`src/hw/rtl/timestamped_event_to_sample_packer_top_macros.svh`:
```
// Assertion helpers for the sample packer.
// Both check on the rising edge of i_clk and stay quiet while i_rst_n is low.
`ifndef TIMESTAMPED_EVENT_TO_SAMPLE_PACKER_TOP_MACROS_SVH
`define TIMESTAMPED_EVENT_TO_SAMPLE_PACKER_TOP_MACROS_SVH

// consequent checked in the same cycle as the antecedent
`define TESP_ASSERT_NOW(label, ante, cons, msg) \
    label: assert property (@(posedge i_clk) disable iff (!i_rst_n) (ante) |-> (cons)) \
        else $error(msg);

// consequent checked in the cycle after the antecedent
`define TESP_ASSERT_NEXT(label, ante, cons, msg) \
    label: assert property (@(posedge i_clk) disable iff (!i_rst_n) (ante) |=> (cons)) \
        else $error(msg);

`endif

```
`src/hw/rtl/tesp_pkg.sv`:
```
`default_nettype none

package tesp_pkg;

    localparam int BLOCK_SAMPLES  = 64;
    localparam int LEVEL_CHANNELS = 5;
    localparam int WORD_W         = 64;
    localparam int FILL_W         = $clog2(BLOCK_SAMPLES);
    localparam int CNT_W          = FILL_W + 1;

    localparam int MS_W     = 32;
    localparam int TICK_W   = 16;
    localparam int PORT_W   = 16;
    localparam int SPM_W    = 20;
    localparam int NS_W     = 40;
    localparam int POS_W    = 64;
    localparam int PROD_W   = MS_W + SPM_W;
    localparam int LVL_LSB  = 3;
    localparam int KIND_W   = 1;
    localparam int RLVL_W   = 5;

    localparam int CFG_IDX_W  = 1;
    localparam int CFG_DATA_W = 40;

    localparam int IN_DATA_W   = MS_W + TICK_W + PORT_W;
    localparam int OUT_PAY_W   = RLVL_W + NS_W + LEVEL_CHANNELS * WORD_W;
    localparam int OUT_DATA_W  = ((OUT_PAY_W + 7) / 8) * 8;
    localparam int OUT_PAD_W   = OUT_DATA_W - OUT_PAY_W;

    localparam logic [SPM_W-1:0] SPM_RESET = 20'd1000;

    localparam logic [CFG_IDX_W-1:0] REG_SAMPLES_PER_MS = 1'd0;
    localparam logic [CFG_IDX_W-1:0] REG_TOTAL_SAMPLES  = 1'd1;

    localparam logic OP_EVENT = 1'b0;
    localparam logic OP_FLUSH = 1'b1;

    localparam logic KIND_RUN   = 1'b0;
    localparam logic KIND_BLOCK = 1'b1;

    typedef struct packed {
        logic                  we;
        logic [CFG_IDX_W-1:0]  idx;
        logic [CFG_DATA_W-1:0] data;
    } t_cfg_wr;

    // work handed from the front to the back
    typedef struct packed {
        logic                      flush;
        logic [LEVEL_CHANNELS-1:0] lvl;
        logic [NS_W-1:0]           n;
    } t_cmd;

    typedef logic [LEVEL_CHANNELS-1:0][WORD_W-1:0] t_chan_bits;

    typedef struct packed {
        logic              kind;
        logic [RLVL_W-1:0] run_level;
        logic [NS_W-1:0]   run_samples;
        t_chan_bits        chan;
        logic              last;
    } t_result;

    // samples_per_ms * 0xFFFFFFFF without a multiplier
    function automatic logic [PROD_W-1:0] wrap_step(input logic [SPM_W-1:0] spm);
        return {spm, {MS_W{1'b0}}} - PROD_W'(spm);
    endfunction

    // shift k samples of one channel level into the low end of a block word
    function automatic logic [WORD_W-1:0] append_bits(input logic [WORD_W-1:0] bits,
                                                      input logic lvl_bit,
                                                      input logic [CNT_W-1:0] k);
        return (bits << k) | ({WORD_W{lvl_bit}} & ~({WORD_W{1'b1}} << k));
    endfunction

endpackage

`default_nettype wire

```
`src/hw/rtl/tesp_queue.sv`:
```
`default_nettype none

module tesp_queue (
    input  logic           i_clk,
    input  logic           i_rst_n,
    input  logic           i_push,
    input  tesp_pkg::t_cmd i_cmd,
    output logic           o_ready,
    output logic           o_valid,
    output tesp_pkg::t_cmd o_cmd,
    input  logic           i_pop
);

    localparam int Q_DEPTH = 4;
    localparam int Q_AW    = $clog2(Q_DEPTH);

    tesp_pkg::t_cmd    r_mem [Q_DEPTH];
    logic [Q_AW-1:0]   r_wr_ptr;
    logic [Q_AW-1:0]   r_rd_ptr;
    logic [Q_AW:0]     r_count;

    logic w_push;
    logic w_pop;

    assign o_ready = r_count != (Q_AW + 1)'(Q_DEPTH);
    assign o_valid = r_count != '0;
    assign o_cmd   = r_mem[r_rd_ptr];
    assign w_push  = i_push && o_ready;
    assign w_pop   = i_pop && o_valid;

    always_ff @(posedge i_clk) begin
        if (!i_rst_n) begin
            r_wr_ptr <= '0;
            r_rd_ptr <= '0;
            r_count  <= '0;
        end else begin
            if (w_push) begin
                r_wr_ptr <= r_wr_ptr + Q_AW'(1);
            end
            if (w_pop) begin
                r_rd_ptr <= r_rd_ptr + Q_AW'(1);
            end
            case ({w_push, w_pop})
                2'b10:   r_count <= r_count + (Q_AW + 1)'(1);
                2'b01:   r_count <= r_count - (Q_AW + 1)'(1);
                default: r_count <= r_count;
            endcase
        end
    end

    always_ff @(posedge i_clk) begin
        if (w_push) begin
            r_mem[r_wr_ptr] <= i_cmd;
        end
    end

endmodule

`default_nettype wire

```
`config.mk`:
```
export PLATFORM = sky130hd
export DESIGN_NAME = tesp_queue
export DESIGN_NICKNAME = d
export VERILOG_FILES = /design/src/hw/rtl/timestamped_event_to_sample_packer_top_macros.svh /design/src/hw/rtl/tesp_pkg.sv /design/src/hw/rtl/tesp_queue.sv
export SDC_FILE = /design/constraint.sdc
export NUM_CORES = 1
export LEC_CHECK = 0
export BUFFER_PORTS_ARGS = -buffer_cell sky130_fd_sc_hd__buf_2
export CORE_MARGIN = 4
export CORE_UTILIZATION = 30
export DETAILED_ROUTE_END_ITERATION = 6
export PLACE_DENSITY_LB_ADDON = 0.15
export SYNTH_ARGS = -nofsm -noshare
export SYNTH_HDL_FRONTEND = slang
export SYNTH_SLANG_ARGS = --single-unit
export TNS_END_PERCENT = 50
```
`constraint.sdc`:
```
create_clock -name i_clk -period 2.5 [get_ports i_clk]
set_clock_uncertainty 0.2 [all_clocks]
set_input_delay 0 -clock i_clk [delete_from_list [all_inputs] [get_ports i_clk]]
set_output_delay 0 -clock i_clk [all_outputs]
set_load 0.02 [all_outputs]
```
Word level (Yosys, flattened, before mapping)
Memories as Yosys holds them, arrays and structs flattened. A register that Yosys moved wholly into a read port is not among the register bits. Index checks and enable logic that the tools add are counted.

Add/sub/neg operators: 4. $mul: 0. Divide/modulo/power cells: 0. $lt $le $gt $ge: 0. Eq/ne operators: 3. Shifts and indexed selects: 0. Mux-type cells: 5. Bitwise operators: 0. Reductions and logical operators: 4.

Operators by type and width (number): 3-bit one-hot mux with 2 select lines (1); 2-bit by 1-bit adder with 2-bit output, second input constant (2); 2-bit 2-to-1 mux (2); 3-bit by 1-bit adder with 3-bit output, second input constant (1); 3-bit inequality test, second input constant (1); 3-bit nonzero test (1); 3-bit by 1-bit subtractor with 3-bit output, second input constant (1); 2-bit by 1-bit equality test with 1-bit output, second input constant (1); 2-bit equality test, second input constant (1); 1-bit logical AND (2); 1-bit 2-to-1 mux (2); 2-bit nonzero test (1).

Flip-flop bits (word level): 7. Bits in latches: 0. RAM bits: 184. ROM bits: 0. Word-level logic and storage cells: 20. Memories kept: 1.

Memories: r_mem (words 4, width 46, rd ports 1, clocked after Yosys merged registers in 1, wr ports 1, line tesp_queue.sv:17) `tesp_pkg::t_cmd r_mem [Q_DEPTH];`.

Depth between registers and ports, before layout
Depth in word-level cells: 4. Mapped depth: 9. Gate-level depth less buffers: 9.

Worst setup path before layout
Ideal clock, no wire load.

Path kind: flip-flop to flip-flop. Start: reg r_count[0]. End: mem r_mem[2][0] (netlist name), enable pin. Data arrival time: 1.880 ns. Required time: 1.892 ns. Slack: 0.012 ns. Cell stages (with the launch flop): 4. Buffers on the path: 0. Period minus slack after synthesis: 2.488 ns. Cells stage by stage: dfxtp_1 > nor2_1 > a21boi_2 > and2_1.

Word-level cells in the longest chain between the ends: 4.

Ends and longest elaborated chain: start, declared (line tesp_queue.sv:20) `logic [Q_AW:0] r_count;`; start signal, assigned (line tesp_queue.sv:44) `2'b10: r_count <= r_count + (Q_AW + 1)'(1);`; start signal, assigned (line tesp_queue.sv:45) `2'b01: r_count <= r_count - (Q_AW + 1)'(1);`; start signal, assigned (line tesp_queue.sv:46) `default: r_count <= r_count;`; 3-bit inequality test (line tesp_queue.sv:25) `assign o_ready = r_count != (Q_AW + 1)'(Q_DEPTH);`; 1-bit logical AND (line tesp_queue.sv:28) `assign w_push = i_push && o_ready;`; 1-bit 2-to-1 mux (line tesp_queue.sv:52) `if (w_push) begin`; 1-bit 2-to-1 mux (implied by the code) (line tesp_queue.sv:53) `r_mem[r_wr_ptr] <= i_cmd;`; end, declared (line tesp_queue.sv:17).

Every way passes these cells.

Worst setup path in the final report
Start: reg r_count[0]. End: reg r_count[2].

Word-level cells in the longest chain between the ends: 4. Elaborated cells between the ends (all ways): 10.

Ends and longest elaborated chain: 3-bit inequality test or 3-bit nonzero test (tied branches) (line tesp_queue.sv:25, tesp_queue.sv:26); 1-bit logical AND, on equally long branches (line tesp_queue.sv:28, tesp_queue.sv:29); 2-bit by 1-bit equality test with 1-bit output or 2-bit equality test (tied branches) (line tesp_queue.sv:43) `case ({w_push, w_pop})`; 3-bit one-hot mux with 2 select lines or 2-bit nonzero test (tied branches).

Several ways; a longest one is shown, not always the timed one. A chain may end at the register's enable or synchronous reset.

==> results.ini <==
[die]
io_pins = 98
initial_utilization_pct = 30.5
rows = 56
die_area_um2 = 26500
die_w_um = 163
die_y_um = 163
core_um2 = 23500

[power]
leakage_nw = 3.09
internal_power_mw = 6.25
p_sw_share_pct = 29.6
combPwrFrac_pct = 25.8
clkPwrFrac_pct = 28.3
peakVddDrop_mv = 0.454
sequentialPowerShare_pct = 45.9
power.density_nw_per_um2 = 972
switchingPower_mw = 2.63
fin_total_pwr_mw = 8.88

[cts]
cts_setup_buffers = 0
clkLatencyLatePin_ns = 0.42
clk_root_buffer_cell = clkbuf_16
cts_made_buffers = 17
clockBufferDepth = 2
tritoncts = built
clk_pin_slew_ns = 0.07
clkSinkCount = 193
htreeDepth = 4

[routing]
vias_per_cell = 4.28
dr.pass1.iters = 4
vias = 3394
avgRoutedWirePerCell_um = 17.3
post-route-drc-count = 0
routed_wl_um = 13700
ant_nets = 0
drt_iter0_drc = 171

[placement]
dpl.hpwl_um = 8380
port_buffers = 97
post-place-ws_ns = 0.203
gp_congestion = 0.729

[critical_path]
crit_chain = nor2_1, a21boi_2, inv_1, ha_1, inv_1, fa_1, xor2_1, or3_1, a21boi_0
cp-end-kind = flip-flop
cp.arrival_ns = 2.48
crit_type = flip-flop to flip-flop
slowest_delay_ns = 0.38
worst_path_max_delay_cell = fa_1
worst_path_most_repeated_cell = inv_1
crit_required_ns = 2.65
critPathLaunchType = flip-flop
crit_fanout = 7

[global_route]
grt_max_degree = 26
overflow = 0
grt_pass1_wl_um = 21300
grt_pass1_vias = 3731
track_usage_pct = 10.8
antenna_found_initial = 0

[sta]
finalHoldViolations = 0
finalCriticalPeriod_ns = 2.33
slew_violations = 0
rsz0062_at_grt = false
fmax_mhz = 429
relSlewSlack_pct = 60.3
setup_violations = 0
setup_ws_ns = 0.169
worstMarginPinSlew_ns = 0.595
fin_crit_sh_pct = 93.2
tns_ns = 0

[yosys]
yosysSeqAreaShare_pct = 79.4
synth_edf_count = 184
synth-seq-cells = 193
synthFlopType = edfxtp_1
synth_compound_area_share_pct = 0.644
yosys.area_share.simple_pct = 1.32
yosysWarnings = 0
synth_cell_types = 25
synth_xor_area_share_pct = 0.488
synth_top_family_by_area = multiplexers
synthMuxAreaShare_pct = 15.0
postSynthCellCount = 292
async_flop_share_pct = 0
synthAdderAreaFrac_pct = 1.15
avgSynthCellArea_um2 = 24.6
synth_area_um2 = 7190
synth_nets = 348

[hold_path]
hold_path_class = primary input to flip-flop

[final_layout]
layout_commonest_cell = edfxtp_1
antennaDiodeCount = 0
nets = 517
layout_common_cells = edfxtp_1, buf_2, dlygate4sd3_1
syn_to_final_growth_pct = 27.2
drive_gt1_share_pct = 39.7
n_fill_cell = 2195

[run_status]
status = finished clean

[job]
drv_cap = 0

-- through the flow --
| stage | area (um2) | util (%) | hold slack (ns) | cells |
|---|---|---|---|---|
| 4_1_cts | 9140 | 38.8 | 0.109 | 793 |
| 6_report | 9140 | 38.8 | 0.132 | 793 |
| 5_1_grt | 9140 | 38.8 | 0.118 | 793 |
| 2_1_floorplan | 7190 | - | -0.101 | 292 |
| 3_5_place_dp | 8090 | 34.4 | 0.0160 | 711 |
| 3_3_place_gp | 8090 | 34.4 | 0.00989 | 711 |
-- Yosys cell counts, types with 3 or more instances --
cell type	n	share of area (%)
and2_1	7	0.61
buf_12	4	1.1
buf_2	4	0.28
dfxtp_1	9	2.5
edfxtp_1	184	77
ha_1	5	0.87
inv_1	6	0.31
mux4_1	6	2.2
mux4_2	40	13
nand2_1	6	0.31
xnor2_1	3	0.37
-- flip-flops by register name, summed over array words and instances, names as in the netlist, named ones only --
name      flops
r_mem       184
r_count       3
r_rd_ptr      2
r_wr_ptr      2
-- worst max-delay path: cells and delay by family, from the launching register on --
kind,cells,cell delay (ns)
flip-flops,1,0.37
adder cells (fa/ha/maj),2,0.57
AND/OR/NAND/NOR,2,0.50
AO/OA/AOI/OAI,2,0.30
buffers and inverters,2,0.15
XOR/XNOR,1,0.16
-- power by group through the flow --
| stage | sequential (mW) | clock (mW) | combinational (mW) |
|---|---|---|---|
| after CTS | 4.09 | 2.61 | 2.37 |
| after floorplan | 4.04 | 0 | 1.72 |
| after detailed placement | 4.16 | 0 | 2.30 |
| final | 4.07 | 2.51 | 2.30 |
| after global placement | 4.14 | 0 | 2.28 |
| after global routing | 4.12 | 2.75 | 2.49 |
-- layer usage --
layer	vias to the layer above	wire, um	share of wire (%)	GRT usage [%]
met1	1757	5840	43	13.6
met2	61	7150	52	18.2
met5	-	0	0	0
li1	1564	-	-	-
met4	0	155	1.1	2.97
met3	12	576	4.2	3.52
-- cells by family after synthesis --
logic type,Yosys count
buf+inv,17
mux,48
xor+xnor,4
fa+ha+maj,6
flops,193
simple gates,18
compound gates,6
-- worst paths after layout --
path,from,to,slack [ns],cells past startpoint
hold reg to reg,r_wr_ptr[0],r_wr_ptr[0],0.30,2
setup reg to reg,r_count[0],r_count[2],0.17,9
setup / recovery,r_count[0],r_count[2],0.17,9
hold / removal,i_cmd[19],r_mem[3][19],0.13,2
-- final cells by class --
class	instances	area, um2	share of cell area, %
Clock buffer	19	433	4.74
Inverter	6	22.5	0.246
Clock inverter	13	116	1.27
Timing Repair Buffer	161	1120	12.2
Sequential cell	193	5710	62.5
Multi-Input combinational cell	82	1340	14.7
Tap cell	319	399	4.37
-- repair_timing --
| item | in CTS | in global routing |
|---|---|---|
| hold buffers | 50 | 0 |
| hold endpoints to repair | 193 | 0 |
| resized for setup | 0 | 0 |
(Power assumes the default switching activity.)
