$ cat config.mk
export PLATFORM = sky130hd
export DESIGN_NAME = tesp_front
export DESIGN_NICKNAME = d
export VERILOG_FILES = /design/src/hw/rtl/timestamped_event_to_sample_packer_top_macros.svh /design/src/hw/rtl/tesp_pkg.sv /design/src/hw/rtl/tesp_front.sv
export SDC_FILE = /design/constraint.sdc
export NUM_CORES = 2
export LEC_CHECK = 0
export BUFFER_PORTS_ARGS = -buffer_cell sky130_fd_sc_hd__buf_2
export CORE_MARGIN = 2
export CORE_UTILIZATION = 55
export CTS_CLUSTER_SIZE = 10
export DETAILED_ROUTE_END_ITERATION = 10
export HOLD_SLACK_MARGIN = 0.02
export PLACE_DENSITY = 0.73
export SYNTH_ARGS = -nofsm -noshare
export SYNTH_HDL_FRONTEND = slang
export SYNTH_SLANG_ARGS = --single-unit
$ cat constraint.sdc
create_clock -name i_clk -period 6.5 [get_ports i_clk]
set_clock_uncertainty 0.05 [all_clocks]
set_input_delay 1.3 -clock i_clk [delete_from_list [all_inputs] [get_ports i_clk]]
set_output_delay 1.3 -clock i_clk [all_outputs]
set_load 0.05 [all_outputs]
$ cat src/hw/rtl/timestamped_event_to_sample_packer_top_macros.svh
// Assertion helpers for the sample packer.
// Both check on the rising edge of i_clk and stay quiet while i_rst_n is low.
`ifndef TIMESTAMPED_EVENT_TO_SAMPLE_PACKER_TOP_MACROS_SVH
`define TIMESTAMPED_EVENT_TO_SAMPLE_PACKER_TOP_MACROS_SVH

// consequent checked in the same cycle as the antecedent
`define TESP_ASSERT_NOW(label, ante, cons, msg) \
    label: assert property (@(posedge i_clk) disable iff (!i_rst_n) (ante) |-> (cons)) \
        else $error(msg);

// consequent checked in the cycle after the antecedent
`define TESP_ASSERT_NEXT(label, ante, cons, msg) \
    label: assert property (@(posedge i_clk) disable iff (!i_rst_n) (ante) |=> (cons)) \
        else $error(msg);

`endif

$ cat src/hw/rtl/tesp_pkg.sv
`default_nettype none

package tesp_pkg;

    localparam int BLOCK_SAMPLES  = 64;
    localparam int LEVEL_CHANNELS = 5;
    localparam int WORD_W         = 64;
    localparam int FILL_W         = $clog2(BLOCK_SAMPLES);
    localparam int CNT_W          = FILL_W + 1;

    localparam int MS_W     = 32;
    localparam int TICK_W   = 16;
    localparam int PORT_W   = 16;
    localparam int SPM_W    = 20;
    localparam int NS_W     = 40;
    localparam int POS_W    = 64;
    localparam int PROD_W   = MS_W + SPM_W;
    localparam int LVL_LSB  = 3;
    localparam int KIND_W   = 1;
    localparam int RLVL_W   = 5;

    localparam int CFG_IDX_W  = 1;
    localparam int CFG_DATA_W = 40;

    localparam int IN_DATA_W   = MS_W + TICK_W + PORT_W;
    localparam int OUT_PAY_W   = RLVL_W + NS_W + LEVEL_CHANNELS * WORD_W;
    localparam int OUT_DATA_W  = ((OUT_PAY_W + 7) / 8) * 8;
    localparam int OUT_PAD_W   = OUT_DATA_W - OUT_PAY_W;

    localparam logic [SPM_W-1:0] SPM_RESET = 20'd1000;

    localparam logic [CFG_IDX_W-1:0] REG_SAMPLES_PER_MS = 1'd0;
    localparam logic [CFG_IDX_W-1:0] REG_TOTAL_SAMPLES  = 1'd1;

    localparam logic OP_EVENT = 1'b0;
    localparam logic OP_FLUSH = 1'b1;

    localparam logic KIND_RUN   = 1'b0;
    localparam logic KIND_BLOCK = 1'b1;

    typedef struct packed {
        logic                  we;
        logic [CFG_IDX_W-1:0]  idx;
        logic [CFG_DATA_W-1:0] data;
    } t_cfg_wr;

    // work handed from the front to the back
    typedef struct packed {
        logic                      flush;
        logic [LEVEL_CHANNELS-1:0] lvl;
        logic [NS_W-1:0]           n;
    } t_cmd;

    typedef logic [LEVEL_CHANNELS-1:0][WORD_W-1:0] t_chan_bits;

    typedef struct packed {
        logic              kind;
        logic [RLVL_W-1:0] run_level;
        logic [NS_W-1:0]   run_samples;
        t_chan_bits        chan;
        logic              last;
    } t_result;

    // samples_per_ms * 0xFFFFFFFF without a multiplier
    function automatic logic [PROD_W-1:0] wrap_step(input logic [SPM_W-1:0] spm);
        return {spm, {MS_W{1'b0}}} - PROD_W'(spm);
    endfunction

    // shift k samples of one channel level into the low end of a block word
    function automatic logic [WORD_W-1:0] append_bits(input logic [WORD_W-1:0] bits,
                                                      input logic lvl_bit,
                                                      input logic [CNT_W-1:0] k);
        return (bits << k) | ({WORD_W{lvl_bit}} & ~({WORD_W{1'b1}} << k));
    endfunction

endpackage

`default_nettype wire

$ cat src/hw/rtl/tesp_front.sv
`default_nettype none

module tesp_front (
    input  logic                                 i_clk,
    input  logic                                 i_rst_n,
    input  tesp_pkg::t_cfg_wr                    i_cfg,
    input  logic                                 i_valid,
    output logic                                 o_ready,
    input  logic                                 i_op,
    input  logic [tesp_pkg::MS_W-1:0]            i_ms,
    input  logic [tesp_pkg::TICK_W-1:0]          i_tick,
    input  logic [tesp_pkg::PORT_W-1:0]          i_port,
    output logic                                 o_push,
    output tesp_pkg::t_cmd                       o_cmd,
    input  logic                                 i_q_ready
);

    typedef enum logic [3:0] {
        ST_SUM   = 4'b0001,
        ST_CMP   = 4'b0010,
        ST_GAP   = 4'b0100,
        ST_ISSUE = 4'b1000
    } t_state;

    // input register
    logic                                  r_a_valid;
    logic                                  r_a_op;
    logic [tesp_pkg::MS_W-1:0]             r_a_ms;
    logic [tesp_pkg::TICK_W-1:0]           r_a_tick;
    logic [tesp_pkg::LEVEL_CHANNELS-1:0]   r_a_lvl;

    // product register, the sequencer works on this item
    logic                                  r_b_valid;
    logic                                  r_b_op;
    logic [tesp_pkg::PROD_W-1:0]           r_b_prod;
    logic [tesp_pkg::TICK_W-1:0]           r_b_tick;
    logic [tesp_pkg::LEVEL_CHANNELS-1:0]   r_b_lvl;

    t_state                                r_state, n_state;
    logic [tesp_pkg::POS_W-1:0]            r_wrap, n_wrap;
    logic [tesp_pkg::POS_W-1:0]            r_pos, n_pos;
    logic [tesp_pkg::POS_W-1:0]            r_t, n_t;
    logic [tesp_pkg::POS_W-1:0]            r_gap, n_gap;
    logic [tesp_pkg::LEVEL_CHANNELS-1:0]   r_level, n_level;
    logic                                  r_have, n_have;
    logic [tesp_pkg::NS_W-1:0]             r_rem, n_rem;
    logic [tesp_pkg::SPM_W-1:0]            r_spm;
    logic [tesp_pkg::PROD_W-1:0]           r_wadd;

    logic                                  w_in_xfer;
    logic                                  w_a_adv;
    logic                                  w_b_done;
    logic [tesp_pkg::PROD_W-1:0]           w_prod;
    logic [tesp_pkg::POS_W-1:0]            w_t_sum;
    logic                                  w_lt;
    logic [tesp_pkg::POS_W:0]              w_diff;
    logic                                  w_gap_lt;
    logic [tesp_pkg::NS_W-1:0]             w_n;

    assign w_prod   = r_a_ms * r_spm;
    assign w_t_sum  = tesp_pkg::POS_W'(r_b_prod) + tesp_pkg::POS_W'(r_b_tick) + r_wrap;
    assign w_lt     = r_t < r_pos;
    assign w_diff   = {1'b0, r_t} - {1'b0, r_pos};
    assign w_gap_lt = r_gap < tesp_pkg::POS_W'(r_rem);
    assign w_n      = w_gap_lt ? r_gap[tesp_pkg::NS_W-1:0] : r_rem;

    always_comb begin
        n_state  = r_state;
        n_wrap   = r_wrap;
        n_pos    = r_pos;
        n_t      = r_t;
        n_gap    = r_gap;
        n_level  = r_level;
        n_have   = r_have;
        n_rem    = r_rem;
        o_push   = 1'b0;
        o_cmd    = '0;
        w_b_done = 1'b0;
        if (r_b_valid) begin
            case (r_state)
                ST_SUM: begin
                    if (r_b_op == tesp_pkg::OP_FLUSH) begin
                        if (!r_have) begin
                            w_b_done = 1'b1;
                        end else if (i_q_ready) begin
                            o_push      = 1'b1;
                            o_cmd.flush = 1'b1;
                            o_cmd.lvl   = r_level;
                            o_cmd.n     = r_rem;
                            n_rem       = '0;
                            w_b_done    = 1'b1;
                        end
                    end else if (!r_have) begin
                        n_have   = 1'b1;
                        n_level  = r_b_lvl;
                        n_pos    = w_t_sum;
                        w_b_done = 1'b1;
                    end else if (r_b_lvl == r_level) begin
                        w_b_done = 1'b1;
                    end else begin
                        n_t     = w_t_sum;
                        n_state = ST_CMP;
                    end
                end
                ST_CMP: begin
                    // tick went backwards: assume the ms counter wrapped
                    if (w_lt) begin
                        n_t    = r_t + tesp_pkg::POS_W'(r_wadd);
                        n_wrap = r_wrap + tesp_pkg::POS_W'(r_wadd);
                    end
                    n_state = ST_GAP;
                end
                ST_GAP: begin
                    if (w_diff[tesp_pkg::POS_W]) begin
                        n_gap = '0;
                    end else begin
                        n_gap = w_diff[tesp_pkg::POS_W-1:0];
                        n_pos = r_t;
                    end
                    n_state = ST_ISSUE;
                end
                ST_ISSUE: begin
                    if ((w_n == '0) || i_q_ready) begin
                        o_push      = (w_n != '0);
                        o_cmd.flush = 1'b0;
                        o_cmd.lvl   = r_level;
                        o_cmd.n     = w_n;
                        n_rem       = w_gap_lt ? (r_rem - r_gap[tesp_pkg::NS_W-1:0]) : '0;
                        n_level     = r_b_lvl;
                        n_state     = ST_SUM;
                        w_b_done    = 1'b1;
                    end
                end
                default: begin
                    n_state = ST_SUM;
                end
            endcase
        end
        // writing the capture length reloads what is left of it
        if (i_cfg.we && (i_cfg.idx == tesp_pkg::REG_TOTAL_SAMPLES)) begin
            n_rem = i_cfg.data[tesp_pkg::NS_W-1:0];
        end
    end

    assign w_a_adv   = r_a_valid && (!r_b_valid || w_b_done);
    assign o_ready   = !r_a_valid || w_a_adv;
    assign w_in_xfer = i_valid && o_ready;

    always_ff @(posedge i_clk) begin
        if (!i_rst_n) begin
            r_a_valid <= 1'b0;
            r_b_valid <= 1'b0;
            r_state   <= ST_SUM;
            r_wrap    <= '0;
            r_pos     <= '0;
            r_level   <= '0;
            r_have    <= 1'b0;
            r_rem     <= '0;
            r_spm     <= tesp_pkg::SPM_RESET;
            r_wadd    <= tesp_pkg::wrap_step(tesp_pkg::SPM_RESET);
        end else begin
            if (w_in_xfer) begin
                r_a_valid <= 1'b1;
            end else if (w_a_adv) begin
                r_a_valid <= 1'b0;
            end
            if (w_a_adv) begin
                r_b_valid <= 1'b1;
            end else if (w_b_done) begin
                r_b_valid <= 1'b0;
            end
            r_state <= n_state;
            r_wrap  <= n_wrap;
            r_pos   <= n_pos;
            r_level <= n_level;
            r_have  <= n_have;
            r_rem   <= n_rem;
            if (i_cfg.we) begin
                case (i_cfg.idx)
                    tesp_pkg::REG_SAMPLES_PER_MS: begin
                        r_spm  <= i_cfg.data[tesp_pkg::SPM_W-1:0];
                        r_wadd <= tesp_pkg::wrap_step(i_cfg.data[tesp_pkg::SPM_W-1:0]);
                    end
                    default: begin
                    end
                endcase
            end
        end
    end

    always_ff @(posedge i_clk) begin
        if (w_in_xfer) begin
            r_a_op   <= i_op;
            r_a_ms   <= i_ms;
            r_a_tick <= i_tick;
            r_a_lvl  <= i_port[tesp_pkg::LVL_LSB +: tesp_pkg::LEVEL_CHANNELS];
        end
        if (w_a_adv) begin
            r_b_op   <= r_a_op;
            r_b_prod <= w_prod;
            r_b_tick <= r_a_tick;
            r_b_lvl  <= r_a_lvl;
        end
        r_t   <= n_t;
        r_gap <= n_gap;
    end

endmodule

`default_nettype wire

# Word level (Yosys, flattened, before mapping)
# Index checks and enable logic that the tools add are counted.
[classes]
n_bitwise = 2
n_reduce_logical = 26
addsub = 7
n_mux = 50
n_mul = 1
n_eq_ne = 16
magnitude_cmp = 2
[op_table]
columns = ["op", "count"]
rows = [
  ["two-way mux 64 bit", 7],
  ["two-way mux 40 bit", 8],
  ["case mux 64 bit (2 select lines)", 2],
  ["two-way mux 46 bit", 4],
  ["adder 64 x 52 -> 64 bit", 2],
  ["case mux 46 bit (2 select lines)", 1],
  ["case mux 40 bit (2 select lines)", 1],
  ["subtractor 64 x 64 -> 65 bit", 1],
  ["adder 53 x 64 -> 64 bit", 1],
  ["less-than comparator 64 x 40 -> 1 bit", 1],
  ["less-than comparator 64 bit", 1],
  ["adder 52 x 16 -> 53 bit", 1],
  ["multiplier 32 x 20 -> 52 bit", 1],
  ["subtractor 52 x 20 -> 52 bit", 1],
  ["two-way mux 45 bit", 1],
  ["zero test 40 bit", 1],
  ["nonzero test 40 bit", 1],
  ["subtractor 40 bit", 1],
  ["two-way mux 4 bit", 4],
  ["case mux 4 bit (4 select lines)", 1],
  ["two-way mux 1 bit", 15],
  ["two-way mux 5 bit", 3],
  ["AND reduction 5 bit", 3],
  ["!= test 2 bit (second input constant)", 7],
  ["other kinds (17)", 35],
]
[totals]
out_inout_bits = 48
inputBits = 111
elab_cells = 124
ff_bits = 508

# Logic depth before layout (Yosys ltp)
[depth]
word_depth = 12
ltp_mapped = 30

# Least setup slack after synthesis
# OpenSTA, ideal clock, no wires.
[synth_timing]
kind = "flip-flop to flip-flop"
from = "reg r_spm[2] in the netlist's numbering"
to = "reg r_b_prod[50] in the netlist's numbering (data pin)"
t_arrival_ns = 6.608
path_slack_ns = -0.423
path_stages_with_launch = 28
synth_period_minus_slack_ns = 6.923
path_buffers = 1
path_cell_list = "dfxtp_1 > clkbuf_1 > nand2_1 > fa_1 > inv_1 > fa_1 > inv_1 > fa_1 > inv_1 > fa_1 > fa_1 > fa_1 > inv_1 > fa_1 > inv_1 > ha_1 > a21o_1 > a21o_1 > a21oi_1 > o21ai_0 > o211ai_1 > nand2_1 > a221o_1 > a21oi_1 > o21bai_1 > a21oi_1 > o21ai_0 > xor2_1"
[synth_via]
elab_chain_cells = 1
[synth_rtl]
columns = ["element", "line_no", "source"]
rows = [
  ["start, declared", "tesp_front.sv:47", "logic [tesp_pkg::SPM_W-1:0] r_spm;"],
  ["start signal, assigned", "tesp_front.sv:159", "r_spm <= tesp_pkg::SPM_RESET;"],
  ["start signal, assigned", "tesp_front.sv:181", "r_spm <= i_cfg.data[tesp_pkg::SPM_W-1:0];"],
  ["multiplier 32 x 20 -> 52 bit", "tesp_front.sv:60", "assign w_prod = r_a_ms * r_spm;"],
  ["via w_prod, one bit", "tesp_front.sv:53", "logic [tesp_pkg::PROD_W-1:0] w_prod;"],
  ["end signal, assigned", "tesp_front.sv:200", "r_b_prod <= w_prod;"],
  ["end, declared", "tesp_front.sv:35", "logic [tesp_pkg::PROD_W-1:0] r_b_prod;"],
]
# The timed path passes the listed nets, and every way through them passes these cells.
# A chain may end at the register's enable or synchronous reset.

# Final worst setup path
[layout_timing]
from = "reg r_a_ms[11] in the netlist's numbering"
to = "reg r_b_prod[50] in the netlist's numbering (data pin)"
[layout_via]
elab_chain_cells = 1
[layout_rtl]
columns = ["element", "line_no", "source"]
rows = [
  ["start, declared", "tesp_front.sv:28", "logic [tesp_pkg::MS_W-1:0] r_a_ms;"],
  ["start signal, assigned", "tesp_front.sv:194", "r_a_ms <= i_ms;"],
  ["multiplier 32 x 20 -> 52 bit", "tesp_front.sv:60", ""],
  ["via w_prod, one bit", "tesp_front.sv:53", ""],
]
# The timed path passes the listed nets, and every way through them passes these cells.

==> metrics.txt <==
CP max FO=8; max cap viols=0; Net Sw Frac=0.431; actual slew at the worst max-slew pin=roughly 1100 ps; synth top area cells=fa_1, edfxtp_1, ha_1, dfxtp_1, inv_1; routed vias/inst=between 5 and 6; XOR/XNOR Fraction of Synth Area=0.0506; EDFF count, synth=between 200 and 300; Fin Setup TNS=-7200 ps; vias in the first global route=46600; Leak Pwr=between 20 and 30 nW; FILL cells=8614; syn avg cell area=between 8 and 9 µm²; sequential power share=0.148; Power Total=~30 mW; initial antenna violation count=2; M1 WL=67.1 mm; Max Fclk=between 0.1 and 0.15 GHz; row cnt=between 100 and 150; crit path kind=register to register; area delta synth->final=13.4%; mux share of post-synthesis cell area=0.00696; final slew viol count=0; sw power=13.0 mW; maximum root-to-sink buffer count=3; Synth Flop Type=edfxtp_1; clock root cell=clkbuf_16; Synth top area share=0.198; H-tree depth=2; Clock power frac=0.109; Post-CTS Hold Buffers=0; final setup vio count=27; HP Class=register to register; RSZ-0062 raised after global routing=true; largest net degree at the start of global routing=89; pwr/cell area=~470 nW/µm²; gr ovfl total=0; DRT Pass-1 Iters=8; largest family of logic cells by synthesized area=adder cells; Seq/Total Area, Yosys=0.226; Num CTS Buffers=61; Final HPWL DP=about 120 mm; routed len/inst=roughly 19 µm; compound-gate portion of the synthesized area=0.166; first-pass GRT wire length=between 200 and 250 mm; GP Congestion=0.935; startpoint types=register; CTS tree=built; Core Area=slightly above 100000 µm²; placed cells=about 7900; dominant cell type by area after synthesis=fa_1; Clock transition at path regs=around 60 ps; Mapped Area=approximately 56000 µm²; met3 WL post-DR=between 10 and 15 mm; Yosys warning total=0; syn_nets=roughly 7600; count of cell types in the netlist=97; Vias=46800; failing checks=setup timing; met2 WL=between 70 and 80 mm; ANT nets after route=0; setup ws final=-528 ps; multi-input logic area=40100 µm²; Final Hold Viols=0; Critical Path RT=roughly 6900 ps; Post-Synth Simple-Gate Area=0.164; asr flop ratio synth=0; CP endpoint kind=register; crit path DAT=about 7400 ps; Seq. cell area=between 10000 and 15000 µm²; DIE HEIGHT=~320 µm; #FFs+latches synth=approximately 510; drt drc=0; clock sinks=507; nets@finish=between 7000 and 8000; Final period util=1.08; Initial Utilization=0.554; Worst-Skew Late Latency=700 ps; IO Pins=roughly 160; final worst path period need=7030 ps; adder-cell area share of the yosys netlist=0.309; area post-placement=roughly 60000 µm²; P_int=17.2 mW; layout cells sized above 1=0.127; r2r setup slk=-530 ps; Iter 0 DRT Violations=3489; die area=approximately 100000 µm²; overall routed net length=~160 mm; Slew headroom=0.281; worst vdd ir=roughly 880 µV; die width=approximately 320 µm; Combinational Power Share=0.742; final instance area=between 60000 and 70000 µm²; Port Buffers=about 150; final cell count without fillers=approximately 8100; Gate Count Post-Synth=6448; status=finished with violations; GRT Total Usage=0.296; Top Metal Used=met4
## per-stage QoR
stage	worst slack, ps	util	hold WS [ps]
floorplan	-91.4	-	350
global placement	-678	0.593	353
detailed placement	-813	0.593	355
CTS	-503	0.623	365
global route	-761	0.628	377
finish	-528	0.628	363
## power groups by stage
stage,Sequential (mW),Combinational [mW],Clock (mW)
after floorplan,4.42,11.9,0
after global placement,4.52,17.1,0
after detailed placement,4.52,17.7,0
after CTS,4.46,20.3,3.37
after global routing,4.48,24.5,3.48
final,4.46,22.4,3.30
## critical path, stage by stage (launching register included)
cell and delay, ps:
edfxtp_1 400, buf_6 160, and2_4 140, fa_1 550
inv_2 50, fa_1 540, inv_2 40, fa_1 530
inv_2 50, fa_1 570, fa_1 450, fa_1 460
fa_1 510, inv_2 50, ha_4 210, buf_6 120
a21o_1 210, a21oi_4 190, o21ai_4 110, o211ai_1 220
nand2_1 140, a221o_1 360, a21oi_2 160, o21bai_1 100
a21oi_2 190, o21ai_1 90, xor2_1 150
## timing repair
item | in CTS | in global routing
endpoints found under the hold margin | 0 | 0
setup buffers | 76 | 17
pin swaps | 117 | 48
endpoints found under the setup margin | 30 | 73
gates cloned | 4 | 0
gates resized for setup | 156 | 100
## sequential cells by signal, summed over array words and instances (netlist names), 16 cells and up
| name | flops |
|---|---|
| r_wadd | 51 |
| r_spm | 20 |
| r_gap | 64 |
| r_a_ms | 32 |
| r_rem | 40 |
| r_t | 64 |
| r_a_tick | 16 |
| r_pos | 64 |
| r_wrap | 64 |
| r_b_prod | 52 |
| r_b_tick | 16 |
## cell families (layout without fill, tap and decap cells)
group,Yosys count,after routing
xor gates and xnor gates,325,325
and+or+nand+nor,1925,1925
adders and majority gates,1055,1055
buffers and inverters,1141,1448
AOI/OAI and AO/OA,1456,1456
DFF,507,507
other,0,1
muxes,39,39
## cells in the mapped netlist, types with 85 or more instances
cell	n
inv_1	800
o21ai_0	305
xor2_1	124
edfxtp_1	256
ha_1	498
xnor2_1	201
fa_1	557
clkbuf_1	285
dfxtp_1	251
nand3_1	85
nand2_1	712
nor2_1	411
a21o_1	211
a211oi_1	95
a21oi_1	432
and2_1	339
## layout by cell type (no fill, tap or decap), types with 44 or more instances in the layout
| cell | n |
|---|---|
| dfxtp_1 | 242 |
| clkbuf_16 | 61 |
| o21bai_1 | 44 |
| nand4_1 | 54 |
| xnor2_1 | 198 |
| o21ai_0 | 285 |
| nor3_1 | 55 |
| edfxtp_1 | 256 |
| xor2_1 | 124 |
| ha_1 | 477 |
| nand2b_1 | 52 |
| buf_2 | 147 |
| buf_4 | 296 |
| fa_1 | 525 |
| a21oi_1 | 409 |
| a21o_1 | 211 |
| nor2_1 | 406 |
| and2_1 | 314 |
| a211oi_1 | 93 |
| inv_1 | 773 |
| nand3_1 | 82 |
| nand2_1 | 701 |
| buf_6 | 53 |
## layout make-up
type | count | area share
Clock buffer | 100 | 0.0270
Timing Repair Buffer | 535 | 0.0679
Clock inverter | 13 | 0.00245
Antenna cell | 1 | 0.0000392
Multi-Input combinational cell | 4800 | 0.629
Tap cell | 1368 | 0.0268
Inverter | 800 | 0.0471
Sequential cell | 507 | 0.200
## worst paths after layout
path / start / cells past startpoint / to
min reg2reg: r_a_tick[0] / 0 / r_b_tick[0]
max reg2reg: r_a_ms[11] / 26 / r_b_prod[50]
min: r_a_tick[0] / 0 / r_b_tick[0]
max: r_a_ms[11] / 26 / r_b_prod[50]
## layer usage
layer	vias to the layer above	track usage
li1	22200	-
met1	22600	0.402
met2	1689	0.486
met3	343	0.0298
met4	0	0.119
met5	-	0
Note: power is estimated with default switching activity, not from simulation.
